<file path="config.mk">
export PLATFORM = sky130hd
export DESIGN_NAME = case_folding_substring_matcher_flat
export DESIGN_NICKNAME = d
export VERILOG_FILES = /design/src/csm_pkg.sv /design/src/csm_channels.sv /design/src/csm_cell.sv /design/src/case_folding_substring_matcher.sv /design/src/flat_wrapper.sv
export SDC_FILE = /design/constraint.sdc
export NUM_CORES = 1
export LEC_CHECK = 0
export BUFFER_PORTS_ARGS = -buffer_cell sky130_fd_sc_hd__buf_2
export CAP_MARGIN = 10
export CORE_UTILIZATION = 40
export CTS_BUF_LIST = sky130_fd_sc_hd__clkbuf_4 sky130_fd_sc_hd__clkbuf_8 sky130_fd_sc_hd__clkbuf_16
export CTS_CLUSTER_DIAMETER = 150
export DETAILED_ROUTE_END_ITERATION = 10
export GPL_TIMING_DRIVEN = 0
export PLACE_DENSITY = 0.57
export SETUP_SLACK_MARGIN = 0.05
export SYNTH_ARGS = -nofsm -noshare
export SYNTH_HDL_FRONTEND = slang
export SYNTH_SLANG_ARGS = --single-unit
</file>
<file path="constraint.sdc">
create_clock -name clk -period 3.4 [get_ports clk]
set_clock_uncertainty 0.05 [all_clocks]
set_input_delay 0.34 -clock clk [delete_from_list [all_inputs] [get_ports clk]]
set_output_delay 0.34 -clock clk [all_outputs]
set_load 0.02 [all_outputs]
</file>
<file path="src/csm_pkg.sv">
// package: shared widths, register codes, cell control type and byte folding
`timescale 1ns / 1ps

package csm_pkg;

  localparam int BYTE_W        = 8;
  localparam int PATTERN_CAP   = 32;
  localparam int PATTERN_WORDS = 4;
  localparam int WORD_BYTES    = 8;
  localparam int CFG_DATA_W    = 64;
  localparam int CFG_INDEX_W   = 3;
  localparam int LEN_W         = 6;
  localparam int COUNT_W       = 7;

  localparam logic [COUNT_W-1:0] COUNT_SAT = 7'd127;

  localparam int DEF_WINDOW_BYTES = 32;
  localparam int DEF_HAYSTACK_MAX = 64;

  localparam logic [CFG_INDEX_W-1:0] REG_PATTERN_A  = 3'd0;
  localparam logic [CFG_INDEX_W-1:0] REG_PATTERN_B  = 3'd1;
  localparam logic [CFG_INDEX_W-1:0] REG_PATTERN_C  = 3'd2;
  localparam logic [CFG_INDEX_W-1:0] REG_PATTERN_D  = 3'd3;
  localparam logic [CFG_INDEX_W-1:0] REG_PATTERN_LEN = 3'd4;

  localparam logic [BYTE_W-1:0] CHAR_UPPER_A = 8'h41;
  localparam logic [BYTE_W-1:0] CHAR_UPPER_Z = 8'h5A;
  localparam logic [BYTE_W-1:0] CASE_OFFSET  = 8'd32;

  typedef struct packed {
    logic shift;
    logic clear;
  } cell_ctrl_t;

  function automatic logic [BYTE_W-1:0] fold_byte(input logic [BYTE_W-1:0] b);
    logic [BYTE_W-1:0] r;
    r = b;
    if (b >= CHAR_UPPER_A && b <= CHAR_UPPER_Z) begin
      r = b + CASE_OFFSET;
    end
    return r;
  endfunction

endpackage

</file>
<file path="src/csm_channels.sv">
// interfaces: haystack byte channel and match result channel
`timescale 1ns / 1ps

interface csm_hay_if
  import csm_pkg::*;
();
  logic              valid;
  logic              ready;
  logic [BYTE_W-1:0] hay_byte;
  logic              last_byte;

  modport source (output valid, hay_byte, last_byte, input ready);
  modport sink   (input valid, hay_byte, last_byte, output ready);
endinterface

interface csm_match_if;
  logic valid;
  logic ready;
  logic match_found;

  modport source (output valid, match_found, input ready);
  modport sink   (input valid, match_found, output ready);
endinterface

</file>
<file path="src/csm_cell.sv">
// one pattern position: partial match flag handed on to the next cell
`timescale 1ns / 1ps

module csm_cell
  import csm_pkg::*;
(
  input  logic              clk,
  input  logic              rst,
  input  cell_ctrl_t        ctrl,
  input  logic [BYTE_W-1:0] hay_byte,
  input  logic [BYTE_W-1:0] pattern_byte,
  input  logic              prev_flag,
  input  logic              tail,
  output logic              flag,
  output logic              hit
);

  logic flag_next;

  assign flag_next = prev_flag && (hay_byte == pattern_byte);
  assign hit       = ctrl.shift && tail && flag_next;

  always_ff @(posedge clk) begin
    if (rst || ctrl.clear) begin
      flag <= 1'b0;
    end else if (ctrl.shift) begin
      flag <= flag_next;
    end
  end

endmodule

</file>
<file path="src/case_folding_substring_matcher.sv">
// top level: pattern registers, row of match cells, haystack counter, result register
`timescale 1ns / 1ps

// Takes one haystack byte per cycle, folds A-Z to lower case and feeds it to
// a row of cells, one per pattern position, each holding a flag that says the
// bytes so far end in the pattern prefix up to that position; every cell
// updates in the cycle a byte within the first HAYSTACK_MAX is taken, so the
// block sustains one byte per cycle while no verdict waits. The verdict for a
// haystack is registered and offered on the result channel the cycle after its
// last byte; a waiting verdict only holds off the next haystack byte while the
// result channel stalls. The user must write pattern registers through the cfg
// port only while no haystack is in flight; the block does not enforce this.
module case_folding_substring_matcher
  import csm_pkg::*;
#(
  parameter int WINDOW_BYTES = DEF_WINDOW_BYTES,
  parameter int HAYSTACK_MAX = DEF_HAYSTACK_MAX
) (
  input  logic                   clk,
  input  logic                   rst,
  input  logic                   cfg_we,
  input  logic [CFG_INDEX_W-1:0] cfg_index,
  input  logic [CFG_DATA_W-1:0]  cfg_data,
  csm_hay_if.sink                hay,
  csm_match_if.source            result
);

  localparam int CELLS = (WINDOW_BYTES < PATTERN_CAP) ? WINDOW_BYTES : PATTERN_CAP;

  logic [CFG_DATA_W-1:0] pattern_words [PATTERN_WORDS];
  logic [LEN_W-1:0]      pattern_length;
  logic [LEN_W-1:0]      cmp_len;

  logic [COUNT_W-1:0]    bytes_seen;
  logic [COUNT_W-1:0]    bytes_seen_next;
  logic                  hit_seen;
  logic                  out_valid;
  logic                  out_match;

  logic                  accept;
  logic                  in_window;
  logic                  cur_hit;
  logic                  verdict;
  logic [BYTE_W-1:0]     folded;
  cell_ctrl_t            ctrl;
  logic [CELLS-1:0]      flags;
  logic [CELLS-1:0]      hits;

  always_ff @(posedge clk) begin
    if (rst) begin
      for (int w = 0; w < PATTERN_WORDS; w++) begin
        pattern_words[w] <= '0;
      end
      pattern_length <= '0;
    end else if (cfg_we) begin
      unique case (cfg_index)
        REG_PATTERN_A:   pattern_words[0] <= cfg_data;
        REG_PATTERN_B:   pattern_words[1] <= cfg_data;
        REG_PATTERN_C:   pattern_words[2] <= cfg_data;
        REG_PATTERN_D:   pattern_words[3] <= cfg_data;
        REG_PATTERN_LEN: pattern_length   <= cfg_data[LEN_W-1:0];
        default: ;
      endcase
    end
  end

  assign cmp_len   = (pattern_length > LEN_W'(CELLS)) ? LEN_W'(CELLS) : pattern_length;
  assign accept    = hay.valid && hay.ready;
  assign in_window = bytes_seen < COUNT_W'(HAYSTACK_MAX);
  assign folded    = fold_byte(hay.hay_byte);
  assign ctrl.shift = accept && in_window;
  assign ctrl.clear = accept && hay.last_byte;

  for (genvar k = 0; k < CELLS; k++) begin : g_cell
    logic prev_flag;
    logic tail;

    if (k == 0) begin : g_head
      assign prev_flag = 1'b1;
    end else begin : g_link
      assign prev_flag = flags[k-1];
    end

    assign tail = (cmp_len == LEN_W'(k + 1));

    csm_cell u_cell (
      .clk          (clk),
      .rst          (rst),
      .ctrl         (ctrl),
      .hay_byte     (folded),
      .pattern_byte (pattern_words[k / WORD_BYTES][(k % WORD_BYTES) * BYTE_W +: BYTE_W]),
      .prev_flag    (prev_flag),
      .tail         (tail),
      .flag         (flags[k]),
      .hit          (hits[k])
    );
  end

  assign cur_hit         = |hits;
  assign bytes_seen_next = (bytes_seen == COUNT_SAT) ? COUNT_SAT : bytes_seen + 1'b1;
  assign verdict         = (hit_seen || cur_hit) && (pattern_length != '0) &&
                           ({1'b0, pattern_length} <= bytes_seen_next);

  always_ff @(posedge clk) begin
    if (rst) begin
      bytes_seen <= '0;
      hit_seen   <= 1'b0;
    end else if (accept) begin
      if (hay.last_byte) begin
        bytes_seen <= '0;
        hit_seen   <= 1'b0;
      end else begin
        bytes_seen <= bytes_seen_next;
        hit_seen   <= hit_seen || cur_hit;
      end
    end
  end

  // verdict register between the two channels
  always_ff @(posedge clk) begin
    if (rst) begin
      out_valid <= 1'b0;
    end else if (ctrl.clear) begin
      out_valid <= 1'b1;
    end else if (result.ready) begin
      out_valid <= 1'b0;
    end
  end

  always_ff @(posedge clk) begin
    if (ctrl.clear) begin
      out_match <= verdict;
    end
  end

  assign hay.ready          = !out_valid || result.ready;
  assign result.valid       = out_valid;
  assign result.match_found = out_match;

endmodule
</file>
<file path="src/flat_wrapper.sv">
// flat-port wrapper written by rule: the top's interface ports become plain ports
module case_folding_substring_matcher_flat import csm_pkg::*;
#(
  parameter int WINDOW_BYTES = DEF_WINDOW_BYTES,
  parameter int HAYSTACK_MAX = DEF_HAYSTACK_MAX
)
  (clk, rst, cfg_we, cfg_index, cfg_data, hay_valid, hay_hay_byte, hay_last_byte, hay_ready, result_valid, result_match_found, result_ready);
  csm_hay_if hay_i ();
  csm_match_if result_i ();
  input  logic clk;
  input  logic rst;
  input  logic cfg_we;
  input  logic [CFG_INDEX_W-1:0] cfg_index;
  input  logic [CFG_DATA_W-1:0] cfg_data;
  input wire logic [$bits(hay_i.valid)-1:0] hay_valid;
  input wire logic [$bits(hay_i.hay_byte)-1:0] hay_hay_byte;
  input wire logic [$bits(hay_i.last_byte)-1:0] hay_last_byte;
  output wire logic [$bits(hay_i.ready)-1:0] hay_ready;
  output wire logic [$bits(result_i.valid)-1:0] result_valid;
  output wire logic [$bits(result_i.match_found)-1:0] result_match_found;
  input wire logic [$bits(result_i.ready)-1:0] result_ready;
  assign hay_i.valid = hay_valid;
  assign hay_i.hay_byte = hay_hay_byte;
  assign hay_i.last_byte = hay_last_byte;
  assign hay_ready = hay_i.ready;
  assign result_valid = result_i.valid;
  assign result_match_found = result_i.match_found;
  assign result_i.ready = result_ready;
  case_folding_substring_matcher #(.WINDOW_BYTES(WINDOW_BYTES), .HAYSTACK_MAX(HAYSTACK_MAX)) u_core (.clk(clk), .rst(rst), .cfg_we(cfg_we), .cfg_index(cfg_index), .cfg_data(cfg_data), .hay(hay_i), .result(result_i));
endmodule
</file>
; ---- Yosys cells after proc, flatten, opt, wreduce, memory -nomap -nowiden
; Memory sizes are Yosys's and may differ from the RTL's.
; Cells that the tools add are included.
[op_classes]
mux = 29
n_eq_ne = 69
div = 0
multipliers = 0
reduce_logical = 110
magnitude_cmp = 5
bitwise_logic = 4
n_addsub = 2
shifts = 0
[op_table]
columns = operator, count
row1 = $eq A8 B8 Y1, 32
row2 = $mux W64, 4
row3 = $logic_and A1 B1 Y1, 101
row4 = $eq A6 B5 Y1 const B, 16
row5 = $eq A6 B4 Y1 const B, 8
row6 = $reduce_or A32 Y1, 1
row7 = $eq A6 B3 Y1 const B, 4
row8 = $mux W1, 21
row9 = $mux W7, 2
row10 = $eq A6 B2 Y1 const B, 2
row11 = $add A8 B6 Y8 const B, 1
row12 = $ge A8 B7 Y1 const B, 1
row13 = $le A8 B7 Y1 const B, 1
row14 = $mux W8, 1
row15 = $add A7 B1 Y7 const B, 1
row16 = $eq A7 B7 Y1 const B, 1
row17 = $le A6 B7 Y1, 1
row18 = $lt A7 B7 Y1 const B, 1
row19 = $eq A3 B2 Y1 const B, 2
row20 = $eq A6 B1 Y1 const B, 1
row21 = $eq A6 B6 Y1 const B, 1
row22 = $gt A6 B6 Y1 const B, 1
row23 = $mux W6, 1
row24 = $reduce_bool A6 Y1, 1
row25 = 8 further kinds, 13
[word_totals]
reg_bits = 47
ramBits = 256
input_bits = 81
rom_bits = 0
memories = 1
latch_bits = 0
out_inout_bits = 3
[memory_table]
columns = name, depth, width, read_ports, rd_clocked_by_memory_dff, wr, line_no
row1 = u_core.pattern_words, 4, 64, 4, 0, 4, case_folding_substring_matcher.sv:30  ; logic [CFG_DATA_W-1:0] pattern_words [PATTERN_WORDS];

; ---- Depth between registers and ports, before layout
; Gate-level depths: netlist of run 1.
[logic_depth]
depth_word = 10
ltp_mapped = 14
ltp_nobuf = 14

; ---- Modules after synthesis
; From an unflattened synthesis of run 1, not the netlist that was laid out.
[hier_totals]
hier_cells = 1266
area_unflattened_um2 = 15346.0
[by_module_without_submodules]
columns = module, cells_per_inst, instances, area_each_um2
row1 = case_folding_substring_matcher, 722, 1, 10741.6
row2 = csm_cell, 17, 32, 143.9

; ---- Worst setup path after synthesis of run 1
; OpenSTA, ideal clock, no wires.
[synth_path]
path_type = input to register
start = in hay_hay_byte[5]
end = reg u_core.out_match, in the netlist u_core.result.match_found (data pin)
arrival_time_ns = 2.633
path_stages = 11
path_buffers = 2
slack_ns = 0.443
path_cell_list = ha_1 nor3_1 nand2b_1 nand2_1 buf_4 buf_6 a21oi_1 nor3_1 or4_1 o41ai_1 a21oi_1
[synth_via]
elab_chain_cells = 10
word_cells_on_any_way = 104
[synth_rtl]
columns = item, line_no
row1 = from (decl), flat_wrapper.sv:16  ; input wire logic [$bits(hay_i.hay_byte)-1:0] hay_hay_byte;
row2 = $ge A8 B7 Y1 or $le A8 B7 Y1 (tied branches), csm_pkg.sv:38  ; if (b >= CHAR_UPPER_A && b <= CHAR_UPPER_Z) begin
row3 = $logic_and A1 B1 Y1, csm_pkg.sv:38
row4 = $mux W8 *, csm_pkg.sv:38
row5 = $eq A8 B8 Y1, csm_cell.sv:20  ; assign flag_next = prev_flag && (hay_byte == pattern_byte);
row6 = $logic_and A1 B1 Y1, csm_cell.sv:20
row7 = $logic_and A1 B1 Y1, csm_cell.sv:21  ; assign hit = ctrl.shift && tail && flag_next;
row8 = $reduce_or A32 Y1 *, case_folding_substring_matcher.sv:99  ; assign cur_hit = |hits;
row9 = $logic_or A1 B1 Y1 *, case_folding_substring_matcher.sv:101  ; assign verdict = (hit_seen || cur_hit) && (pattern_length != '0) &&
row10 = $logic_and A1 B1 Y1 * (2 in a row), case_folding_substring_matcher.sv:101
row11 = named net u_core.verdict, case_folding_substring_matcher.sv:43  ; logic verdict;
row12 = to (signal assigned), case_folding_substring_matcher.sv:132  ; out_match <= verdict;
row13 = to (decl), case_folding_substring_matcher.sv:38  ; logic out_match;
; Mark *: on every way through the listed nets, which the timed path passes. The rest lies on a longest branch.
; A chain may end at the register's enable or synchronous reset.

; ---- Worst setup path in the final report of run 1
; Ends and elaborated chain as after synthesis.

==> results.cfg, run 1 <==
[cells_and_area]
drive_gt1_frac = 0.143
layout_commonest_cell = and2_1
final_cell_mix = 258 x and2_1, 257 x edfxtp_1, 155 x xor2_1, 90 x buf_2, 85 x xnor2_1
finalNetCount = 1508
area_delta_synth_final_pct = 16.2
diodes = 0
stdcell_count = 1948

[routing]
final_antenna_net_count = 0
wl_per_cell_um = 24.8
viasPerCell = 5.40
route.detailed.drc = 0
dr.pass1.iters = 7
detail_route.iter0.violations = 899
drt_wl_total_um = 48400
num_vias = 10500

[status]
status = finished clean

[clocking]
cts_buffer_depth = 3
cts_root_buf = clkbuf_16
clkSlewWorstSetupHoldPaths_ns = 0.06
cts_tree = built
cts_made_buffers = 36
cts.sinks = 303
htreeDepth = 2
hold_buffers = 0
insertion_delay_ns = 0.53

[yosys]
ys_types = 59
seq_area_frac_synth = 0.569
synth-edff-count = 257
yosysTopAreaCell = edfxtp_1
postSynthCellCount = 1295
yosysWarnings = 0
synthesis.area_um2 = 15200
ys_ff_latch = 303
post_synth.cell_area_avg_um2 = 11.7
syn-num-nets = 1384
synth_top_cell_area_share = 0.508
synth_area_leaders = edfxtp_1 51%, and2_1 11%, xor2_1 9.0%
synth-async-reset-ratio = 0
synth_ff_type = edfxtp_1

[worst_setup_path]
critical_path_class = in2reg
cp.arrival_ns = 3.58
crit_path_end_kind = register
path_buf_inv = 3
worstPathMaxFanout = 10
max_stage_delay_ns = 0.71
crit_chain = buf_2 -> ha_1 -> nor3_2 -> nand2b_2 -> nand2_1 -> buf_4 -> buf_6 -> xor2_1 -> nor4_1 -> a32oi_1 -> nand4_1 -> nor4_4 -> a21oi_1
critPathTopFamily = simple AND/OR/NAND/NOR gates
crit_slowest_cell = nor4_1
crit_path_start_kind = input port
crit_required_ns = 3.69

[floorplanning]
fp-row-count = 70
dieArea_um2 = 38700
ioPinCount = 84
coreArea_um2 = 37000
start_util = 0.411
dieHeight_um = 197
die-width_um = 197

[sta]
slew_violations = 0
slew_headroom = 0.268
period_share = 0.966
finalSetupViolCount = 0
fin_hold_ws_ns = 0.0630
worst_slew_pin_slew_ns = 1.09
rsz0062_at_grt = no
min_period_ns = 3.29
fmax_ghz = 0.304
hold_viol_final = 0

[global_routing]
first_global_vias = 10100
grt_usage = 0.252
grt_pass1_wl_um = 68900
grt_max_degree = 65
overflow = 0
antenna_found_initial = 0

[placement]
routabilityCongestion = 0.969
dp.cells = 1883
io_buffers = 76
dpl.hpwl_um = 33700

[pwr]
powerDensity_nw_per_um2 = 510
peakVddDrop_uv = 365
power.leakage_nw = 6.33

[run]
max_cap_viol_count = 0

[hold_path]
holdCritPathClass = in2reg
## power breakdown
part,switching (W),internal [W],leakage [nW]
combinational,0.000596,0.000317,2.90
clock,0.00153,0.00222,0.573
sequential,0.0000999,0.00425,2.85
## cell type report
type,count,area (um2)
plain buffers,71,370
clock buffers,45,992
clock inverters,18,138
fillers,3449,19300
inverters,12,48.8
multi-input cells,909,6290
flip-flops and latches,303,8640
well taps,504,631
repair buffers,86,542
## path summary, 6_finish.rpt
check             slack [ns]                           end                          from  depth (start not counted)
setup / recovery        0.11     u_core.result.match_found               hay_hay_byte[5]                         13
hold / removal          0.06           u_core.result.valid                 hay_last_byte                          3
setup reg to reg        0.12     u_core.result.match_found           u_core.result.valid                          9
hold reg to reg         0.42  u_core.g_cell[7].u_cell.flag  u_core.g_cell[7].u_cell.flag                          2
## cells in the mapped netlist (all sizes together), types with 4 or more instances
cell type	n
nand2	44
a22oi	7
nand2b	7
o2111ai	6
a31o	4
and2	258
nor2	63
a21boi	8
nand3	26
nand4	17
buf	33
o22ai	5
ha	8
mux2i	6
o21ai	9
nor3b	4
and3	14
clkbuf	38
inv	12
a21oi	42
nand3b	5
nor4	53
dfxtp	46
xnor2	85
edfxtp	257
nor3	33
nor2b	8
xor2	156
or4	6
## what timing repair did
item / CTS / global route
endpoints found under the setup margin: 2 / 2
pin swaps: 0 / 1
resized for setup: 13 / 10
setup buffers: 0 / 2
hold endpoints to repair: 0 / 0
## sequential cells by signal, indices dropped and copies added, names as in the netlist
register                   flops
u_core.bytes_seen              7
u_core.g_cell.u_cell.flag     31
u_core.hit_seen                1
u_core.pattern_length          6
u_core.pattern_words         256
u_core.result.match_found      1
u_core.result.valid            1
## routing by layer
metal / global-route usage / vias to the layer above / share of wire
met5: 0 / - / 0
met4: 0.0841 / 0 / 0.028
met3: 0.0351 / 69 / 0.065
met2: 0.400 / 423 / 0.46
met1: 0.355 / 5229 / 0.45
li1: - / 4802 / -
## cells by family after synthesis
logic type / share of synthesized area
xor+xnor: 0.139
fa+ha+maj: 0.00659
mux: 0.00396
buf+inv: 0.0257
simple gates: 0.207
compound gates: 0.0488
flops: 0.569
## per-stage QoR
stage,area (um2),setup slack [ns],total power (W),utilization,setup TNS [ns]
2_1_floorplan,15200,0.443,0.00493,-,0
3_3_place_gp,16200,-0.927,0.00529,0.438,-15.03
3_5_place_dp,16400,-0.892,0.00532,0.444,-2.21
4_1_cts,17600,0.0635,0.00903,0.476,0
5_1_grt,17600,0.0689,0.00925,0.477,0
6_report,17600,0.114,0.00901,0.477,0
## worst reg2reg max path: cells and delay by family (launching register included)
family,cells,cell delay [ns]
compound gates,1,0.22
flops,1,0.30
simple gates,8,2.54
Note: power is estimated with default switching activity, not from simulation.
==> run 2: changes to the inputs <==
--- a/config.mk
+++ b/config.mk
@@ -13,7 +13,9 @@
 export DETAILED_ROUTE_END_ITERATION = 10
 export GPL_TIMING_DRIVEN = 0
 export PLACE_DENSITY = 0.57
+export RECOVER_POWER = 25
 export SETUP_SLACK_MARGIN = 0.05
+export SKIP_CTS_REPAIR_TIMING = 1
 export SYNTH_ARGS = -nofsm -noshare
 export SYNTH_HDL_FRONTEND = slang
 export SYNTH_SLANG_ARGS = --single-unit
==> run 2 against run 1 <==
Against the previous run: sequential share of layout area is 0.30 points higher; combinational power is 2% lower; worst hold slack worse by 0.0011 ns; die area stayed put; flip-flop and latch count stayed put; highest routed layer unchanged; clock power hardly changed; critical path depth is 4 lower; sequential power hardly changed; total power is 0.17% lower; design area is 0.61% lower; non-clock buffer count stayed put.
==> results.cfg, run 2 (synthesized netlist as in run 1, its figures left out) <==
[status]
status = finished clean

[pwr]
powerDensity_nw_per_um2 = 513
p_total_w = 0.00899
power.leakage_nw = 6.28
peakVddDrop_uv = 366

[cells_and_area]
stdcell_count = 1948
final_cell_mix = 257 x and2_1, 257 x edfxtp_1, 155 x xor2_1, 85 x buf_2, 85 x xnor2_1
n_fill_cell = 3467
drive_gt1_frac = 0.137
area_delta_synth_final_pct = 15.5
top_regs = u_core.pattern_words (256), u_core.g_cell.u_cell.flag (31), u_core.bytes_seen (7)
diodes = 0
finalNetCount = 1508
top_register = u_core.pattern_words
final_area_um2 = 17500
largest_reg_flops = 256

[clocking]
cts.sinks = 303
insertion_delay_ns = 0.52
cts_tree = built
cts_made_buffers = 36
cts_root_buf = clkbuf_16
cts_buffer_depth = 3
clkSlewWorstSetupHoldPaths_ns = 0.06
htreeDepth = 2

[global_routing]
gr-usage-met3 = 0.0339
busiest_layer = met2
first_global_vias = 10100
antenna_found_initial = 0
grt_usage = 0.252
grt_pass1_wl_um = 68800
grt_use_met2 = 0.400
grt_max_degree = 65
use_met1 = 0.355
overflow = 0

[placement]
routabilityCongestion = 0.969
io_buffers = 76
placed_area_um2 = 16400
dp.cells = 1883
dpl.hpwl_um = 33700

[routing]
detail_route.iter0.violations = 933
drt_wl_total_um = 48300
num_vias = 10500
final_antenna_net_count = 0
dr.pass1.iters = 5
wl_per_cell_um = 24.8
route.detailed.drc = 0
viasPerCell = 5.37

[worst_setup_path]
r2r_setup_slack_ns = 0.12
critical_path_class = reg2reg
crit_path_end_kind = register
cp.arrival_ns = 3.57
worstPathMaxFanout = 6
crit_path_start_kind = register
crit_required_ns = 3.70

[floorplanning]
start_util = 0.411
coreArea_um2 = 37000
fp-row-count = 70
dieArea_um2 = 38700
ioPinCount = 84
die-width_um = 197
dieHeight_um = 197

[sta]
finalSetupViolCount = 0
worst_slew_pin_slew_ns = 1.45
setup-tns-final_ns = 0
hold_viol_final = 0
rsz0062_at_grt = no
fin_hold_ws_ns = 0.0619
slew_violations = 0
period_share = 0.964
min_period_ns = 3.28
fmax_ghz = 0.305
slew_headroom = 0.0339

[hold_path]
holdCritPathClass = in2reg

[run]
max_cap_viol_count = 0
-- run 2: changes by cell type in the layout (fill, tap and decap cells not counted), sizes merged --
cell / before / now
clkbuf: 87 / 99
clkdlybuf4s15: 1 / 0
buf: 114 / 103
-- run 2: path summary, 6_finish.rpt --
path,end,depth (start not counted),start
max reg2reg,u_core.result.match_found,9,u_core.result.valid
min,u_core.result.valid,3,hay_last_byte
max,u_core.result.match_found,9,u_core.result.valid
min reg2reg,u_core.g_cell[7].u_cell.flag,2,u_core.g_cell[7].u_cell.flag
-- run 2: cell type report --
type	instances	area [um2]	share of cell area
multi-input cells	909	6260	0.357
well taps	504	631	0.0360
clock inverters	18	138	0.00785
repair buffers	86	469	0.0267
plain buffers	71	367	0.0209
inverters	12	48.8	0.00278
clock buffers	45	992	0.0566
flip-flops and latches	303	8640	0.492
-- run 2: per-stage QoR --
stage | util | setup WS [ns]
finish | 0.475 | 0.122
global route | 0.475 | 0.0600
floorplan | - | 0.443
detailed placement | 0.444 | -0.892
global placement | 0.438 | -0.927
CTS | 0.474 | -0.361
-- run 2: layer usage --
metal | up-vias | routed length (um)
li1 | 4807 | -
met1 | 5208 | 21700
met2 | 376 | 22200
met3 | 69 | 3050
met4 | 0 | 1370
met5 | - | 0
-- run 2: power breakdown --
| group | switching [W] | internal, W | total, W |
|---|---|---|---|
| Combinational | 0.000592 | 0.000303 | 0.000896 |
| Clock | 0.00153 | 0.00222 | 0.00375 |
| Sequential | 0.000100 | 0.00425 | 0.00435 |
| Total | 0.00222 | 0.00677 | 0.00899 |
-- run 2: worst max-delay path, stage by stage, from the launching register on --
cell	delay, ns
dfxtp_1	0.31
nand2b_1	0.14
nand3b_1	0.36
nor3b_1	1.00
nand2_1	0.12
nor4_1	0.55
nor4_1	0.13
nand3_1	0.16
nor4_4	0.07
a21oi_1	0.20
==> run 3: changes to the inputs <==
--- a/config.mk
+++ b/config.mk
@@ -12,8 +12,9 @@
 export CTS_CLUSTER_DIAMETER = 150
 export DETAILED_ROUTE_END_ITERATION = 10
 export GPL_TIMING_DRIVEN = 0
-export PLACE_DENSITY = 0.57
+export PLACE_DENSITY = 0.59
 export RECOVER_POWER = 25
+export REMOVE_ABC_BUFFERS = 1
 export SETUP_SLACK_MARGIN = 0.05
 export SKIP_CTS_REPAIR_TIMING = 1
 export SYNTH_ARGS = -nofsm -noshare
==> run 3 against run 2 <==
Against the previous run: the flow now finishes with violations (capacitance limit, slew limit); combinational power is 6.4% lower; cell count is 1.6% lower; sequential share of layout area is 0.41 points lower.
==> results.cfg, run 3 (synthesized netlist as in run 1, its figures left out) <==
[worst_setup_path]
cp.arrival_ns = 3.49
crit_path_start_kind = input port
crit_path_end_kind = register
r2r_setup_slack_ns = 0.26
worstPathMaxFanout = 21
crit_required_ns = 3.58
critical_path_class = in2reg

[floorplanning]
fp-row-count = 70
ioPinCount = 84
dieArea_um2 = 38700
die-width_um = 197
coreArea_um2 = 37000
start_util = 0.411
dieHeight_um = 197

[pwr]
peakVddDrop_uv = 328
p_total_w = 0.00907
p_int_w = 0.00695
powerDensity_nw_per_um2 = 513
power_frac_comb = 0.093
power.leakage_nw = 6.37
p_switching_w = 0.00212
pwr-share-clk = 0.429
switching_share = 0.233
p_seq_frac = 0.479

[sta]
fmax_ghz = 0.302
worst_slack_ns = 0.0933
fin_hold_ws_ns = 0.0740
min_period_ns = 3.31
finalSetupViolCount = 0
rsz0062_at_grt = no
worst_slew_pin_slew_ns = 1.52
period_share = 0.973
slew_headroom = -0.0123
hold_viol_final = 0
setup-tns-final_ns = 0
slew_violations = 27

[placement]
routabilityCongestion = 0.915
pre_cts_slack_ns = -1.18
dpl.hpwl_um = 26800
io_buffers = 83
placed_area_um2 = 16400

[clocking]
cts.sinks = 303
htreeDepth = 2
cts_buffer_depth = 3
insertion_delay_ns = 0.53
cts_tree = built
cts_made_buffers = 35
cts_root_buf = clkbuf_16
clkSlewWorstSetupHoldPaths_ns = 0.06

[routing]
viasPerCell = 5.15
num_vias = 9871
final_antenna_net_count = 0
detail_route.iter0.violations = 703
dr.pass1.iters = 8
drt_wl_total_um = 39200
wl_per_cell_um = 20.5
route.detailed.drc = 0

[global_routing]
grt_pass1_wl_um = 58900
first_global_vias = 9638
grt_max_degree = 65
overflow = 0
grt_usage = 0.204
antenna_found_initial = 0

[cells_and_area]
finalNetCount = 1476
largest_reg_flops = 256
top_register = u_core.pattern_words
diodes = 0
final_cell_mix = 257 x edfxtp_1, 253 x and2_1, 156 x xor2_1, 85 x xnor2_1, 75 x buf_2
final_area_um2 = 17700
layout_commonest_cell = edfxtp_1
n_fill_cell = 3330
top_regs = u_core.pattern_words (256), u_core.g_cell.u_cell.flag (31), u_core.bytes_seen (7)
drive_gt1_frac = 0.144
area_delta_synth_final_pct = 16.5

[run]
max_cap_viol_count = 1

[status]
status = finished, violations left
violations = capacitance limit, slew limit

[hold_path]
holdCritPathClass = in2reg
[run 3: cell types whose count changed in the layout (fill, tap and decap cells not counted), sizes merged]
cell      change
nor2          +1
clkbuf       -47
clkinvlp      -2
inv           +1
buf          +12
bufinv        +3
[run 3: path summary, 6_finish.rpt]
path                            cells after the start                             to                          start
worst min-delay path                                2    u_core.pattern_words[2][25]                   cfg_data[25]
worst min register to register                      2  u_core.g_cell[17].u_cell.flag  u_core.g_cell[17].u_cell.flag
worst max-delay path                               11      u_core.result.match_found                hay_hay_byte[5]
worst max register to register                      9      u_core.result.match_found            u_core.result.valid
[run 3: stage by stage]
step                      cells  utilization
final                      1916        0.479
after CTS                  1901        0.475
after floorplan            1224            -
after global placement     1811        0.430
after detailed placement   1839        0.443
after global routing       1916        0.479
[run 3: final cells by class]
class	instances	area (um2)	area share
Sequential cell	303	8640	0.488
Clock buffer	42	947	0.0535
Inverter	12	45.0	0.00255
Clock inverter	20	251	0.0142
Timing Repair Buffer	125	942	0.0533
Multi-Input combinational cell	910	6230	0.352
Tap cell	504	631	0.0356
[run 3: routing by layer]
| layer | track usage | up-vias | part of all wire |
|---|---|---|---|
| met2 | 0.328 | 293 | 0.46 |
| li1 | - | 4735 | - |
| met1 | 0.280 | 4774 | 0.46 |
| met4 | 0.0606 | 0 | 0.029 |
| met5 | 0 | - | 0 |
| met3 | 0.0356 | 69 | 0.054 |
[run 3: critical path: stages]
cell and delay, ns:
buf_2 0.30, inv_1 0.24, a31oi_1 0.75, nor2_4 0.12, buf_12 0.22, xor2_1 0.21
nor4_1 0.09, o41ai_1 0.48, nand3_1 0.21, nor4_4 0.36, a21oi_1 0.15
[run 3: power groups by stage]
stage | clock network, W | logic, W | registers, W
floorplan | 0 | 0.000458 | 0.00440
global placement | 0 | 0.000768 | 0.00442
detailed placement | 0 | 0.000825 | 0.00442
CTS | 0.00393 | 0.000829 | 0.00434
global route | 0.00407 | 0.000916 | 0.00436
finish | 0.00389 | 0.000839 | 0.00434
